==> config.mk <==
export PLATFORM = sky130hd
export DESIGN_NAME = iso8601_timestamp_to_epoch_flat
export DESIGN_NICKNAME = d
export VERILOG_FILES = /design/src/rtl/isots_pkg.sv /design/src/rtl/isots_if.sv /design/src/rtl/iso8601_timestamp_to_epoch.sv /design/src/rtl/isots_front.sv /design/src/rtl/isots_queue.sv /design/src/rtl/isots_back.sv /design/src/flat_wrapper.sv
export SDC_FILE = /design/constraint.sdc
export NUM_CORES = 1
export LEC_CHECK = 0
export ABC_AREA = 1
export BUFFER_PORTS_ARGS = -buffer_cell sky130_fd_sc_hd__buf_4
export CAP_MARGIN = 5
export CORE_ASPECT_RATIO = 1.1
export CORE_MARGIN = 4
export CORE_UTILIZATION = 35
export DETAILED_ROUTE_END_ITERATION = 12
export SLEW_MARGIN = 0
export SYNTH_ARGS = -nofsm -noshare
export SYNTH_HDL_FRONTEND = slang
export SYNTH_SLANG_ARGS = --single-unit
==> constraint.sdc <==
create_clock -name i_clk -period 6.5 [get_ports i_clk]
set_input_delay 0.975 -clock i_clk [delete_from_list [all_inputs] [get_ports i_clk]]
set_output_delay 0.975 -clock i_clk [all_outputs]
set_load 0.02 [all_outputs]
==> src/rtl/isots_pkg.sv <==
// Shared types, constants and calendar tables for the timestamp converter.
`timescale 1ns / 1ps

package isots_pkg;

    localparam int unsigned YEAR_W = 8;
    localparam int unsigned DAYS_W = 17;
    localparam int unsigned EPOCH_W = 33;

    localparam logic [11:0] YEAR_MIN = 12'd2000;
    localparam logic [11:0] YEAR_MAX = 12'd2200;
    localparam logic [6:0] ZONE_HOURS_MAX = 7'd14;
    localparam logic [6:0] MINUTE_MAX = 7'd59;

    localparam logic [33:0] SEC_PER_DAY = 34'd86400;
    localparam logic [16:0] SEC_PER_HOUR = 17'd3600;
    localparam logic [16:0] SEC_PER_MIN = 17'd60;

    // days from 1600-03-01 to 1970-01-01
    localparam logic [19:0] DAYS_1600_TO_EPOCH = 20'd135080;
    localparam logic [9:0] YEAR_BIAS_1600 = 10'd400;

    localparam logic [EPOCH_W-1:0] EPOCH_MIN_OK = 33'd946634400;
    localparam logic [EPOCH_W-1:0] EPOCH_MAX_OK = 33'd7289704799;

    typedef struct packed {
        logic                 ok;
        logic [YEAR_W-1:0]    year;
        logic [3:0]           month;
        logic [4:0]           day;
        logic [4:0]           hour;
        logic [5:0]           minute;
        logic [5:0]           second;
        logic [6:0]           zone_hours;
        logic [6:0]           zone_minutes;
        logic                 zone_negative;
    } t_record;

    typedef struct packed {
        logic full;
        logic empty;
    } t_queue_status;

    // length of a month; year is counted from 2000 and stays within 0..200
    function automatic logic [4:0] month_days(input logic [YEAR_W-1:0] year,
                                              input logic [3:0] month);
        logic leap;
        logic [4:0] len;
        leap = (year[1:0] == 2'd0) && (year != 8'd100) && (year != 8'd200);
        case (month)
            4'd1, 4'd3, 4'd5, 4'd7, 4'd8, 4'd10, 4'd12: len = 5'd31;
            4'd4, 4'd6, 4'd9, 4'd11:                     len = 5'd30;
            4'd2:                                        len = leap ? 5'd29 : 5'd28;
            default:                                     len = 5'd0;
        endcase
        return len;
    endfunction

    // day of a year that starts on March 1
    function automatic logic [8:0] march_doy(input logic [3:0] month);
        logic [8:0] doy;
        case (month)
            4'd3:    doy = 9'd0;
            4'd4:    doy = 9'd31;
            4'd5:    doy = 9'd61;
            4'd6:    doy = 9'd92;
            4'd7:    doy = 9'd122;
            4'd8:    doy = 9'd153;
            4'd9:    doy = 9'd184;
            4'd10:   doy = 9'd214;
            4'd11:   doy = 9'd245;
            4'd12:   doy = 9'd275;
            4'd1:    doy = 9'd306;
            4'd2:    doy = 9'd337;
            default: doy = 9'd0;
        endcase
        return doy;
    endfunction

endpackage

==> src/rtl/isots_if.sv <==
// Stream interfaces for character beats and epoch result beats.
`timescale 1ns / 1ps

interface isots_char_if;
    logic       valid;
    logic       ready;
    logic [7:0] char_code;
    logic       last_char;

    modport source(output valid, output char_code, output last_char, input ready);
    modport sink(input valid, input char_code, input last_char, output ready);
endinterface

interface isots_epoch_if;
    logic        valid;
    logic        ready;
    logic        timestamp_ok;
    logic [32:0] epoch_seconds;

    modport source(output valid, output timestamp_ok, output epoch_seconds, input ready);
    modport sink(input valid, input timestamp_ok, input epoch_seconds, output ready);
endinterface

==> src/rtl/iso8601_timestamp_to_epoch.sv <==
// ISO 8601 timestamp to Unix epoch converter, top level.
// Throughput: one character beat per cycle; ready drops only while the record queue is full.
// The result beat leaves the output register after the record passes the queue and the converter.
// The converter sequencer steps pop, days, scale, sum per string and pops the next record only after sum.
// Reset: synchronous, active low; clears the parser, the queue pointers, the converter state and the output valid.
`timescale 1ns / 1ps

module iso8601_timestamp_to_epoch #(
    parameter int unsigned QUEUE_DEPTH = 2
) (
    input  logic           i_clk,
    input  logic           i_rst_n,
    isots_char_if.sink     i_char,
    isots_epoch_if.source  o_epoch
);

    isots_pkg::t_record       push_rec;
    isots_pkg::t_record       pop_rec;
    isots_pkg::t_queue_status q_status;
    logic                     push;
    logic                     pop;

    isots_front u_front (
        .i_clk    (i_clk),
        .i_rst_n  (i_rst_n),
        .i_char   (i_char),
        .i_q_full (q_status.full),
        .o_push   (push),
        .o_rec    (push_rec)
    );

    isots_queue #(
        .DEPTH (QUEUE_DEPTH)
    ) u_queue (
        .i_clk      (i_clk),
        .i_rst_n    (i_rst_n),
        .i_push     (push),
        .i_push_rec (push_rec),
        .i_pop      (pop),
        .o_pop_rec  (pop_rec),
        .o_status   (q_status)
    );

    isots_back u_back (
        .i_clk      (i_clk),
        .i_rst_n    (i_rst_n),
        .i_rec      (pop_rec),
        .i_q_status (q_status),
        .o_pop      (pop),
        .o_epoch    (o_epoch)
    );

    a_pop_nonempty: assert property (@(posedge i_clk) disable iff (!i_rst_n)
        pop |-> !q_status.empty)
        else $error("pop from empty record queue");

    a_push_room: assert property (@(posedge i_clk) disable iff (!i_rst_n)
        push |-> !q_status.full)
        else $error("push into full record queue");

    a_bad_is_zero: assert property (@(posedge i_clk) disable iff (!i_rst_n)
        (o_epoch.valid && !o_epoch.timestamp_ok) |-> (o_epoch.epoch_seconds == '0))
        else $error("invalid timestamp with nonzero epoch");

    a_ok_in_range: assert property (@(posedge i_clk) disable iff (!i_rst_n)
        (o_epoch.valid && o_epoch.timestamp_ok) |->
        (o_epoch.epoch_seconds >= isots_pkg::EPOCH_MIN_OK &&
         o_epoch.epoch_seconds <= isots_pkg::EPOCH_MAX_OK))
        else $error("epoch outside the supported year range");

endmodule

==> src/rtl/isots_front.sv <==
// Character parser: checks fields per beat and emits one record per string.
`timescale 1ns / 1ps

module isots_front (
    input  logic                 i_clk,
    input  logic                 i_rst_n,
    isots_char_if.sink           i_char,
    input  logic                 i_q_full,
    output logic                 o_push,
    output isots_pkg::t_record   o_rec
);

    typedef enum logic [5:0] {
        PH_FIXED      = 6'b000001,
        PH_AFTER_SEC  = 6'b000010,
        PH_FRAC_FIRST = 6'b000100,
        PH_FRAC_MORE  = 6'b001000,
        PH_ZONE       = 6'b010000,
        PH_TAIL       = 6'b100000
    } t_phase;

    localparam logic [7:0] CH_ZERO  = 8'h30;
    localparam logic [7:0] CH_NINE  = 8'h39;
    localparam logic [7:0] CH_DASH  = 8'h2d;
    localparam logic [7:0] CH_PLUS  = 8'h2b;
    localparam logic [7:0] CH_COLON = 8'h3a;
    localparam logic [7:0] CH_DOT   = 8'h2e;
    localparam logic [7:0] CH_T     = 8'h54;
    localparam logic [7:0] CH_SPACE = 8'h20;
    localparam logic [7:0] CH_Z     = 8'h5a;

    localparam logic [4:0] POS_YEAR_END   = 5'd3;
    localparam logic [4:0] POS_DASH_A     = 5'd4;
    localparam logic [4:0] POS_MONTH_END  = 5'd6;
    localparam logic [4:0] POS_DASH_B     = 5'd7;
    localparam logic [4:0] POS_DAY_END    = 5'd9;
    localparam logic [4:0] POS_DATE_SEP   = 5'd10;
    localparam logic [4:0] POS_HOUR_END   = 5'd12;
    localparam logic [4:0] POS_COLON_A    = 5'd13;
    localparam logic [4:0] POS_MINUTE_END = 5'd15;
    localparam logic [4:0] POS_COLON_B    = 5'd16;
    localparam logic [4:0] POS_SECOND_END = 5'd18;
    localparam logic [4:0] POS_ZONE_SEP   = 5'd2;
    localparam logic [4:0] POS_ZONE_END   = 5'd4;

    t_phase      r_phase, n_phase;
    logic [4:0]  r_pos, n_pos;
    logic [11:0] r_acc, n_acc;
    logic [7:0]  r_year, n_year;
    logic [3:0]  r_month, n_month;
    logic [4:0]  r_day, n_day;
    logic [4:0]  r_hour, n_hour;
    logic [5:0]  r_minute, n_minute;
    logic [5:0]  r_second, n_second;
    logic [6:0]  r_zh, n_zh;
    logic [6:0]  r_zm, n_zm;
    logic        r_zneg, n_zneg;
    logic        r_bad, n_bad;

    logic [7:0]  c;
    logic        dig;
    logic [3:0]  d;
    logic [15:0] acc_mul;
    logic [11:0] acc_sat;
    logic [11:0] v;
    logic [11:0] year_off;
    logic [10:0] zh_mul;
    logic [10:0] zm_mul;
    logic        accept;
    t_phase      zs_phase;
    logic        zs_bad;
    logic        zs_neg;
    logic        zs_start;
    logic        zone_ok;

    assign c = i_char.char_code;
    assign dig = (c >= CH_ZERO) && (c <= CH_NINE);
    assign d = dig ? 4'(c - CH_ZERO) : 4'd0;
    assign acc_mul = {4'd0, r_acc} * 16'd10 + {12'd0, d};
    assign acc_sat = (acc_mul > 16'd4095) ? 12'd4095 : acc_mul[11:0];
    assign v = dig ? acc_sat : r_acc;
    assign year_off = v - isots_pkg::YEAR_MIN;
    assign zh_mul = {4'd0, r_zh} * 11'd10 + {7'd0, d};
    assign zm_mul = {4'd0, r_zm} * 11'd10 + {7'd0, d};

    always_comb begin
        zs_neg = r_zneg;
        zs_bad = 1'b0;
        zs_start = 1'b0;
        if (c == CH_Z) begin
            zs_phase = PH_TAIL;
        end else if (c == CH_PLUS || c == CH_DASH) begin
            zs_phase = PH_ZONE;
            zs_neg = (c == CH_DASH);
            zs_start = 1'b1;
        end else begin
            zs_phase = PH_TAIL;
            zs_bad = 1'b1;
        end
    end

    always_comb begin
        n_phase  = r_phase;
        n_pos    = r_pos;
        n_acc    = r_acc;
        n_year   = r_year;
        n_month  = r_month;
        n_day    = r_day;
        n_hour   = r_hour;
        n_minute = r_minute;
        n_second = r_second;
        n_zh     = r_zh;
        n_zm     = r_zm;
        n_zneg   = r_zneg;
        n_bad    = r_bad;
        unique case (r_phase)
            PH_FIXED: begin
                if (r_pos == POS_DASH_A || r_pos == POS_DASH_B) begin
                    if (c != CH_DASH) n_bad = 1'b1;
                    n_acc = 12'd0;
                    n_pos = r_pos + 5'd1;
                end else if (r_pos == POS_DATE_SEP) begin
                    if (c != CH_T && c != CH_SPACE) n_bad = 1'b1;
                    n_acc = 12'd0;
                    n_pos = r_pos + 5'd1;
                end else if (r_pos == POS_COLON_A || r_pos == POS_COLON_B) begin
                    if (c != CH_COLON) n_bad = 1'b1;
                    n_acc = 12'd0;
                    n_pos = r_pos + 5'd1;
                end else begin
                    if (!dig) n_bad = 1'b1;
                    n_acc = v;
                    n_pos = r_pos + 5'd1;
                    if (r_pos == POS_YEAR_END) begin
                        if (v < isots_pkg::YEAR_MIN || v > isots_pkg::YEAR_MAX) begin
                            n_bad = 1'b1;
                        end else begin
                            n_year = year_off[7:0];
                        end
                        n_acc = 12'd0;
                    end else if (r_pos == POS_MONTH_END) begin
                        if (v < 12'd1 || v > 12'd12) n_bad = 1'b1;
                        n_month = v[3:0];
                        n_acc = 12'd0;
                    end else if (r_pos == POS_DAY_END) begin
                        if (v < 12'd1 ||
                            v > {7'd0, isots_pkg::month_days(r_year, r_month)}) begin
                            n_bad = 1'b1;
                        end
                        n_day = v[4:0];
                        n_acc = 12'd0;
                    end else if (r_pos == POS_HOUR_END) begin
                        if (v > 12'd23) n_bad = 1'b1;
                        n_hour = v[4:0];
                        n_acc = 12'd0;
                    end else if (r_pos == POS_MINUTE_END) begin
                        if (v > 12'd59) n_bad = 1'b1;
                        n_minute = v[5:0];
                        n_acc = 12'd0;
                    end else if (r_pos == POS_SECOND_END) begin
                        if (v > 12'd59) n_bad = 1'b1;
                        n_second = v[5:0];
                        n_acc = 12'd0;
                        n_phase = PH_AFTER_SEC;
                        n_pos = 5'd0;
                    end
                end
            end
            PH_AFTER_SEC: begin
                if (c == CH_DOT) begin
                    n_phase = PH_FRAC_FIRST;
                end else begin
                    n_phase = zs_phase;
                    n_zneg = zs_neg;
                    if (zs_bad) n_bad = 1'b1;
                    if (zs_start) n_pos = 5'd0;
                end
            end
            PH_FRAC_FIRST: begin
                if (dig) begin
                    n_phase = PH_FRAC_MORE;
                end else begin
                    n_bad = 1'b1;
                    n_phase = PH_TAIL;
                end
            end
            PH_FRAC_MORE: begin
                if (!dig) begin
                    n_phase = zs_phase;
                    n_zneg = zs_neg;
                    if (zs_bad) n_bad = 1'b1;
                    if (zs_start) n_pos = 5'd0;
                end
            end
            PH_ZONE: begin
                if (r_pos == POS_ZONE_SEP) begin
                    if (c != CH_COLON) n_bad = 1'b1;
                end else if (!dig) begin
                    n_bad = 1'b1;
                end else if (r_pos < POS_ZONE_SEP) begin
                    n_zh = zh_mul[6:0];
                end else begin
                    n_zm = zm_mul[6:0];
                end
                if (r_pos >= POS_ZONE_END) begin
                    n_phase = PH_TAIL;
                    n_pos = 5'd0;
                end else begin
                    n_pos = r_pos + 5'd1;
                end
            end
            PH_TAIL: begin
                n_bad = 1'b1;
            end
            default: begin
                n_bad = 1'b1;
                n_phase = PH_TAIL;
            end
        endcase
    end

    assign zone_ok = (n_zh <= isots_pkg::ZONE_HOURS_MAX) && (n_zm <= isots_pkg::MINUTE_MAX) &&
                     !((n_zh == isots_pkg::ZONE_HOURS_MAX) && (n_zm != 7'd0));

    assign i_char.ready = !i_q_full;
    assign accept = i_char.valid && !i_q_full;
    assign o_push = accept && i_char.last_char;

    always_comb begin
        o_rec.ok            = !n_bad && (n_phase == PH_TAIL) && zone_ok;
        o_rec.year          = n_year;
        o_rec.month         = n_month;
        o_rec.day           = n_day;
        o_rec.hour          = n_hour;
        o_rec.minute        = n_minute;
        o_rec.second        = n_second;
        o_rec.zone_hours    = n_zh;
        o_rec.zone_minutes  = n_zm;
        o_rec.zone_negative = n_zneg;
    end

    always_ff @(posedge i_clk) begin
        if (!i_rst_n || o_push) begin
            r_phase  <= PH_FIXED;
            r_pos    <= 5'd0;
            r_acc    <= 12'd0;
            r_year   <= 8'd0;
            r_month  <= 4'd0;
            r_day    <= 5'd0;
            r_hour   <= 5'd0;
            r_minute <= 6'd0;
            r_second <= 6'd0;
            r_zh     <= 7'd0;
            r_zm     <= 7'd0;
            r_zneg   <= 1'b0;
            r_bad    <= 1'b0;
        end else if (accept) begin
            r_phase  <= n_phase;
            r_pos    <= n_pos;
            r_acc    <= n_acc;
            r_year   <= n_year;
            r_month  <= n_month;
            r_day    <= n_day;
            r_hour   <= n_hour;
            r_minute <= n_minute;
            r_second <= n_second;
            r_zh     <= n_zh;
            r_zm     <= n_zm;
            r_zneg   <= n_zneg;
            r_bad    <= n_bad;
        end
    end

endmodule

==> src/rtl/isots_queue.sv <==
// Small record queue between the parser and the converter.
`timescale 1ns / 1ps

module isots_queue #(
    parameter int unsigned DEPTH = 2
) (
    input  logic                       i_clk,
    input  logic                       i_rst_n,
    input  logic                       i_push,
    input  isots_pkg::t_record         i_push_rec,
    input  logic                       i_pop,
    output isots_pkg::t_record         o_pop_rec,
    output isots_pkg::t_queue_status   o_status
);

    localparam int unsigned PTR_W = $clog2(DEPTH);
    localparam int unsigned CNT_W = $clog2(DEPTH + 1);
    localparam logic [PTR_W-1:0] PTR_LAST = PTR_W'(DEPTH - 1);
    localparam logic [CNT_W-1:0] CNT_FULL = CNT_W'(DEPTH);

    isots_pkg::t_record r_mem [DEPTH];
    logic [PTR_W-1:0]   r_wr_ptr;
    logic [PTR_W-1:0]   r_rd_ptr;
    logic [CNT_W-1:0]   r_count;

    assign o_status.full  = (r_count == CNT_FULL);
    assign o_status.empty = (r_count == '0);
    assign o_pop_rec = r_mem[r_rd_ptr];

    always_ff @(posedge i_clk) begin
        if (i_push) begin
            r_mem[r_wr_ptr] <= i_push_rec;
        end
    end

    always_ff @(posedge i_clk) begin
        if (!i_rst_n) begin
            r_wr_ptr <= '0;
            r_rd_ptr <= '0;
            r_count  <= '0;
        end else begin
            if (i_push) begin
                r_wr_ptr <= (r_wr_ptr == PTR_LAST) ? '0 : r_wr_ptr + PTR_W'(1);
            end
            if (i_pop) begin
                r_rd_ptr <= (r_rd_ptr == PTR_LAST) ? '0 : r_rd_ptr + PTR_W'(1);
            end
            if (i_push && !i_pop) begin
                r_count <= r_count + CNT_W'(1);
            end else if (i_pop && !i_push) begin
                r_count <= r_count - CNT_W'(1);
            end
        end
    end

endmodule

==> src/rtl/isots_back.sv <==
// Converter: turns a parsed record into epoch seconds over a short sequence.
`timescale 1ns / 1ps

module isots_back (
    input  logic                       i_clk,
    input  logic                       i_rst_n,
    input  isots_pkg::t_record         i_rec,
    input  isots_pkg::t_queue_status   i_q_status,
    output logic                       o_pop,
    isots_epoch_if.source              o_epoch
);

    typedef enum logic [3:0] {
        S_IDLE  = 4'b0001,
        S_DAYS  = 4'b0010,
        S_SCALE = 4'b0100,
        S_SUM   = 4'b1000
    } t_state;

    t_state                          r_state, n_state;
    isots_pkg::t_record              r_rec;
    logic [isots_pkg::DAYS_W-1:0]    r_days;
    logic [33:0]                     r_day_sec;
    logic [16:0]                     r_tod;
    logic [18:0]                     r_off;
    logic                            r_out_valid;
    logic                            r_out_ok;
    logic [isots_pkg::EPOCH_W-1:0]   r_out_epoch;

    logic        early;
    logic [9:0]  t;
    logic [2:0]  q100;
    logic        q400;
    logic [19:0] days_sum;
    logic [33:0] total;
    logic        out_free;
    logic        load_out;

    assign early = (r_rec.month <= 4'd2);
    assign t = {2'd0, r_rec.year} + isots_pkg::YEAR_BIAS_1600 - {9'd0, early};
    assign q400 = (t >= 10'd400);
    assign q100 = (t >= 10'd600) ? 3'd6 : (t >= 10'd500) ? 3'd5 : q400 ? 3'd4 : 3'd3;
    assign days_sum = {10'd0, t} * 20'd365 + {12'd0, t[9:2]} + {19'd0, q400}
                    + {11'd0, isots_pkg::march_doy(r_rec.month)} + {15'd0, r_rec.day}
                    - {17'd0, q100} - 20'd1 - isots_pkg::DAYS_1600_TO_EPOCH;

    assign total = r_rec.zone_negative ?
                   r_day_sec + {17'd0, r_tod} + {15'd0, r_off} :
                   r_day_sec + {17'd0, r_tod} - {15'd0, r_off};

    assign out_free = !r_out_valid || o_epoch.ready;
    assign load_out = (r_state == S_SUM) && out_free;
    assign o_pop = (r_state == S_IDLE) && !i_q_status.empty;

    always_comb begin
        n_state = r_state;
        unique case (r_state)
            S_IDLE:  if (!i_q_status.empty) n_state = S_DAYS;
            S_DAYS:  n_state = S_SCALE;
            S_SCALE: n_state = S_SUM;
            S_SUM:   if (out_free) n_state = S_IDLE;
            default: n_state = S_IDLE;
        endcase
    end

    always_ff @(posedge i_clk) begin
        if (o_pop) begin
            r_rec <= i_rec;
        end
        if (r_state == S_DAYS) begin
            r_days <= days_sum[isots_pkg::DAYS_W-1:0];
        end
        if (r_state == S_SCALE) begin
            r_day_sec <= {17'd0, r_days} * isots_pkg::SEC_PER_DAY;
            r_tod <= {12'd0, r_rec.hour} * isots_pkg::SEC_PER_HOUR
                   + {11'd0, r_rec.minute} * isots_pkg::SEC_PER_MIN
                   + {11'd0, r_rec.second};
            r_off <= {12'd0, r_rec.zone_hours} * {2'd0, isots_pkg::SEC_PER_HOUR}
                   + {12'd0, r_rec.zone_minutes} * {2'd0, isots_pkg::SEC_PER_MIN};
        end
        if (load_out) begin
            r_out_ok <= r_rec.ok;
            r_out_epoch <= r_rec.ok ? total[isots_pkg::EPOCH_W-1:0] : '0;
        end
    end

    always_ff @(posedge i_clk) begin
        if (!i_rst_n) begin
            r_state <= S_IDLE;
            r_out_valid <= 1'b0;
        end else begin
            r_state <= n_state;
            if (load_out) begin
                r_out_valid <= 1'b1;
            end else if (o_epoch.ready) begin
                r_out_valid <= 1'b0;
            end
        end
    end

    assign o_epoch.valid = r_out_valid;
    assign o_epoch.timestamp_ok = r_out_ok;
    assign o_epoch.epoch_seconds = r_out_epoch;

endmodule
==> src/flat_wrapper.sv <==
// flat-port wrapper written by rule: the top's interface ports become plain ports
module iso8601_timestamp_to_epoch_flat 
#(
    parameter int unsigned QUEUE_DEPTH = 2
)
  (i_clk, i_rst_n, i_char_valid, i_char_char_code, i_char_last_char, i_char_ready, o_epoch_valid, o_epoch_timestamp_ok, o_epoch_epoch_seconds, o_epoch_ready);
  isots_char_if i_char_i ();
  isots_epoch_if o_epoch_i ();
  input  logic i_clk;
  input  logic i_rst_n;
  input wire logic [$bits(i_char_i.valid)-1:0] i_char_valid;
  input wire logic [$bits(i_char_i.char_code)-1:0] i_char_char_code;
  input wire logic [$bits(i_char_i.last_char)-1:0] i_char_last_char;
  output wire logic [$bits(i_char_i.ready)-1:0] i_char_ready;
  output wire logic [$bits(o_epoch_i.valid)-1:0] o_epoch_valid;
  output wire logic [$bits(o_epoch_i.timestamp_ok)-1:0] o_epoch_timestamp_ok;
  output wire logic [$bits(o_epoch_i.epoch_seconds)-1:0] o_epoch_epoch_seconds;
  input wire logic [$bits(o_epoch_i.ready)-1:0] o_epoch_ready;
  assign i_char_i.valid = i_char_valid;
  assign i_char_i.char_code = i_char_char_code;
  assign i_char_i.last_char = i_char_last_char;
  assign i_char_ready = i_char_i.ready;
  assign o_epoch_valid = o_epoch_i.valid;
  assign o_epoch_timestamp_ok = o_epoch_i.timestamp_ok;
  assign o_epoch_epoch_seconds = o_epoch_i.epoch_seconds;
  assign o_epoch_i.ready = o_epoch_ready;
  iso8601_timestamp_to_epoch #(.QUEUE_DEPTH(QUEUE_DEPTH)) u_core (.i_clk(i_clk), .i_rst_n(i_rst_n), .i_char(i_char_i), .o_epoch(o_epoch_i));
endmodule
==> results.toml <==
[die]
fp.dieW_um = 274
ios = 49
die_height_um = 300
start_util_pct = 35.5
rows = 106
core_sq_um = 76500
die_area_sq_um = 82200

[synth]
synthTopCellsByArea = "edfxtp_1 29%, ha_1 17%, fa_1 9.2%"
synth.ff_latch_count = 343
syn_nets = 3591
yosysSeqAreaShare_pct = 34.9
netlist_instances = 3078
ys.warnings.count = 0
synth_edf_count = 261
ys_top_cells_by_count = "593 x inv_1, 514 x nand2_1, 375 x ha_1"
synth_most_common_cell = "inv_1"
avgSynthCellArea_sq_um = 8.83
syn_area_sq_um = 27200
yosysTopAreaCell = "edfxtp_1"
yosysUniqueCellTypes = 60
yosys_most_used_dff = "edfxtp_1"
ys_async_sr_fraction_pct = 0
synth_top_area_share_pct = 28.8

[detailed_routing]
ant_nets = 0
num_vias = 19700
drc = 0
dr.pass1.iters = 5
wire_per_inst_um = 12.8
vias_per_cell = 4.57
drt_wl_total_mm = 55.0
first_iter_violations = 1042

[cts]
insertion_delay_ns = 0.58
cts_htree_levels = 2
holdBufCountCts = 0
cts-root-buf = "clkbuf_16"
clockBufferDepth = 3
cts_made_buffers = 40
cts.clk_slew.worst_paths_ns = 0.06
cts.sinks = 343
cts_tree = "yes"

[placed_design]
dp_hpwl_mm = 42.5
gp_congestion = 0.866
portBuffers = 48
dp_slack_ns = -0.782
dp_cells = 4196

[setup_path]
cp.required_ns = 6.79
critPathSlowestCell = "fa_2"
critPathKind = "register to register"
crit_path_max_incr_delay_ns = 0.56
crit_path_max_fanout = 5
cpMostUsedCell = "inv_2"
end_kind = "register"
cp.arrival_ns = 7.28
critPathLaunchType = "register"

[timing]
worst_clock_skew_ns = 0.0349
final.min_clock_period_ns = 6.99
max_freq_ghz = 0.143
grt_setup_unrepaired = "yes"
setup_viol = 6
fin_hold_ws_ns = 0.425
hold_viol = 0
drv_slew = 0
slew_headroom_pct = 31.0
min_period_over_period_pct = 108
worst_pin_slew_ns = 1.03
final.setup.worst_slack_ns = -0.488

[global_route]
antenna_found_initial = 0
grt_pass1_wl_mm = 94.1
track_usage_pct = 13.6
grt_pass1_vias = 19500
overflow = 0
grt_max_degree = 73

[cells_and_area]
antenna_cells = 0
fin_nets = 3762
syn_to_final_growth_pct = 15.5
final_cells = 4307
post_route_cells_drive_above_1_share_pct = 12.6
nFillCells = 7556

[job]
drv_cap = 0

[outcome]
violations = "setup timing"
status = "complete, but fails checks"

[hold_path]
min_path_type = "register to register"
cells by family (layout without fill, tap and decap cells):
family          Yosys count  after routing  synth area share (%)
buf+inv                 647            850                  9.03
simple gates            957            957                  15.0
fa+ha+maj               500            500                  26.5
xor+xnor                146            146                  4.70
compound gates          485            485                  9.94
flops                   343            343                  34.9
area by class of cell:
cell class	instances	area [sq um]	area share, %
Sequential cell	343	9480	30.2
Timing Repair Buffer	170	1290	4.11
Clock buffer	48	1050	3.35
Multi-Input combinational cell	2088	15700	49.9
Inverter	606	2280	7.28
Clock inverter	26	347	1.10
Tap cell	1026	1280	4.09
placed cells by master (no fill, tap or decap), types with 32 or more instances in the layout:
cell       instances
nor2_1           204
nand3_1           93
clkbuf_16         40
fa_1             119
dfxtp_1           82
inv_1            574
xor2_1            95
o21ai_0          139
buf_4            165
a21oi_1          213
xnor2_1           50
nand2_1          500
edfxtp_1         261
ha_1             361
or2_2             32
registers in the layout, indices dropped and copies added, names as in the netlist, 2 cells and up:
register                             flops
u_core.u_queue.r_count                   2
u_core.u_queue.r_mem                   100
u_core.u_front.r_acc                    12
u_core.u_back.r_day_sec                 26
u_core.u_front.r_second                  6
u_core.u_front.r_month                   4
u_core.u_front.r_minute                  6
u_core.u_front.r_pos                     5
u_core.u_front.r_year                    8
u_core.u_front.r_hour                    5
u_core.u_back.r_state                    4
u_core.u_front.r_zm                      7
u_core.u_front.r_phase                   6
u_core.u_back.r_days                    17
u_core.u_front.r_zh                      7
u_core.u_back.o_epoch.epoch_seconds     33
u_core.u_back.r_tod                     17
u_core.u_back.r_rec                     50
u_core.u_back.r_off                     17
u_core.u_front.r_day                     5
path summary, 6_finish.rpt:
| check | start | endpoint | slack, ns | depth (start not counted) |
|---|---|---|---|---|
| max | u_core.u_back.r_rec[38] | u_core.u_back.r_days[16] | -0.49 | 42 |
| max reg2reg | u_core.u_back.r_rec[38] | u_core.u_back.r_days[16] | -0.49 | 42 |
| min reg2reg | u_core.u_back.r_rec[15] | u_core.u_back.r_tod[0] | 0.42 | 0 |
| min | u_core.u_back.r_rec[15] | u_core.u_back.r_tod[0] | 0.42 | 0 |
layer usage:
metal | part of all wire, % | track usage (%) | vias up
li1 | - | - | 10400
met3 | 2.8 | 1.57 | 70
met4 | 2.0 | 3.50 | 0
met2 | 48 | 23.9 | 224
met5 | 0 | 0 | -
met1 | 47 | 17.9 | 8981
timing repair:
action	4_1_cts	5_1_grt
cloned	0	0
pin swaps	40	45
resized for setup	38	44
endpoints found under the setup margin	7	9
buffers inserted	34	11
stage by stage:
step	util, %	area (sq um)	TNS [ns]
after floorplan	-	27300	-0.565
after global placement	38.4	29400	-2.20
after CTS	40.7	31200	-1.75
final	41.0	31400	-1.82
after global routing	41.0	31400	-4.20
after detailed placement	38.4	29400	-2.71
critical path, delay by kind of cell, from the launching register on:
kind | cells | cell delay [ns]
adder cells (fa/ha/maj) | 11 | 3.63
AO/OA/AOI/OAI | 8 | 1.11
AND/OR/NAND/NOR | 12 | 0.87
buffers and inverters | 10 | 0.55
flip-flops | 1 | 0.44
XOR/XNOR | 1 | 0.13
Power is left out: the tool's default activity adds up to more than one toggle a clock period on the data nets, which glitch-free logic cannot reach.
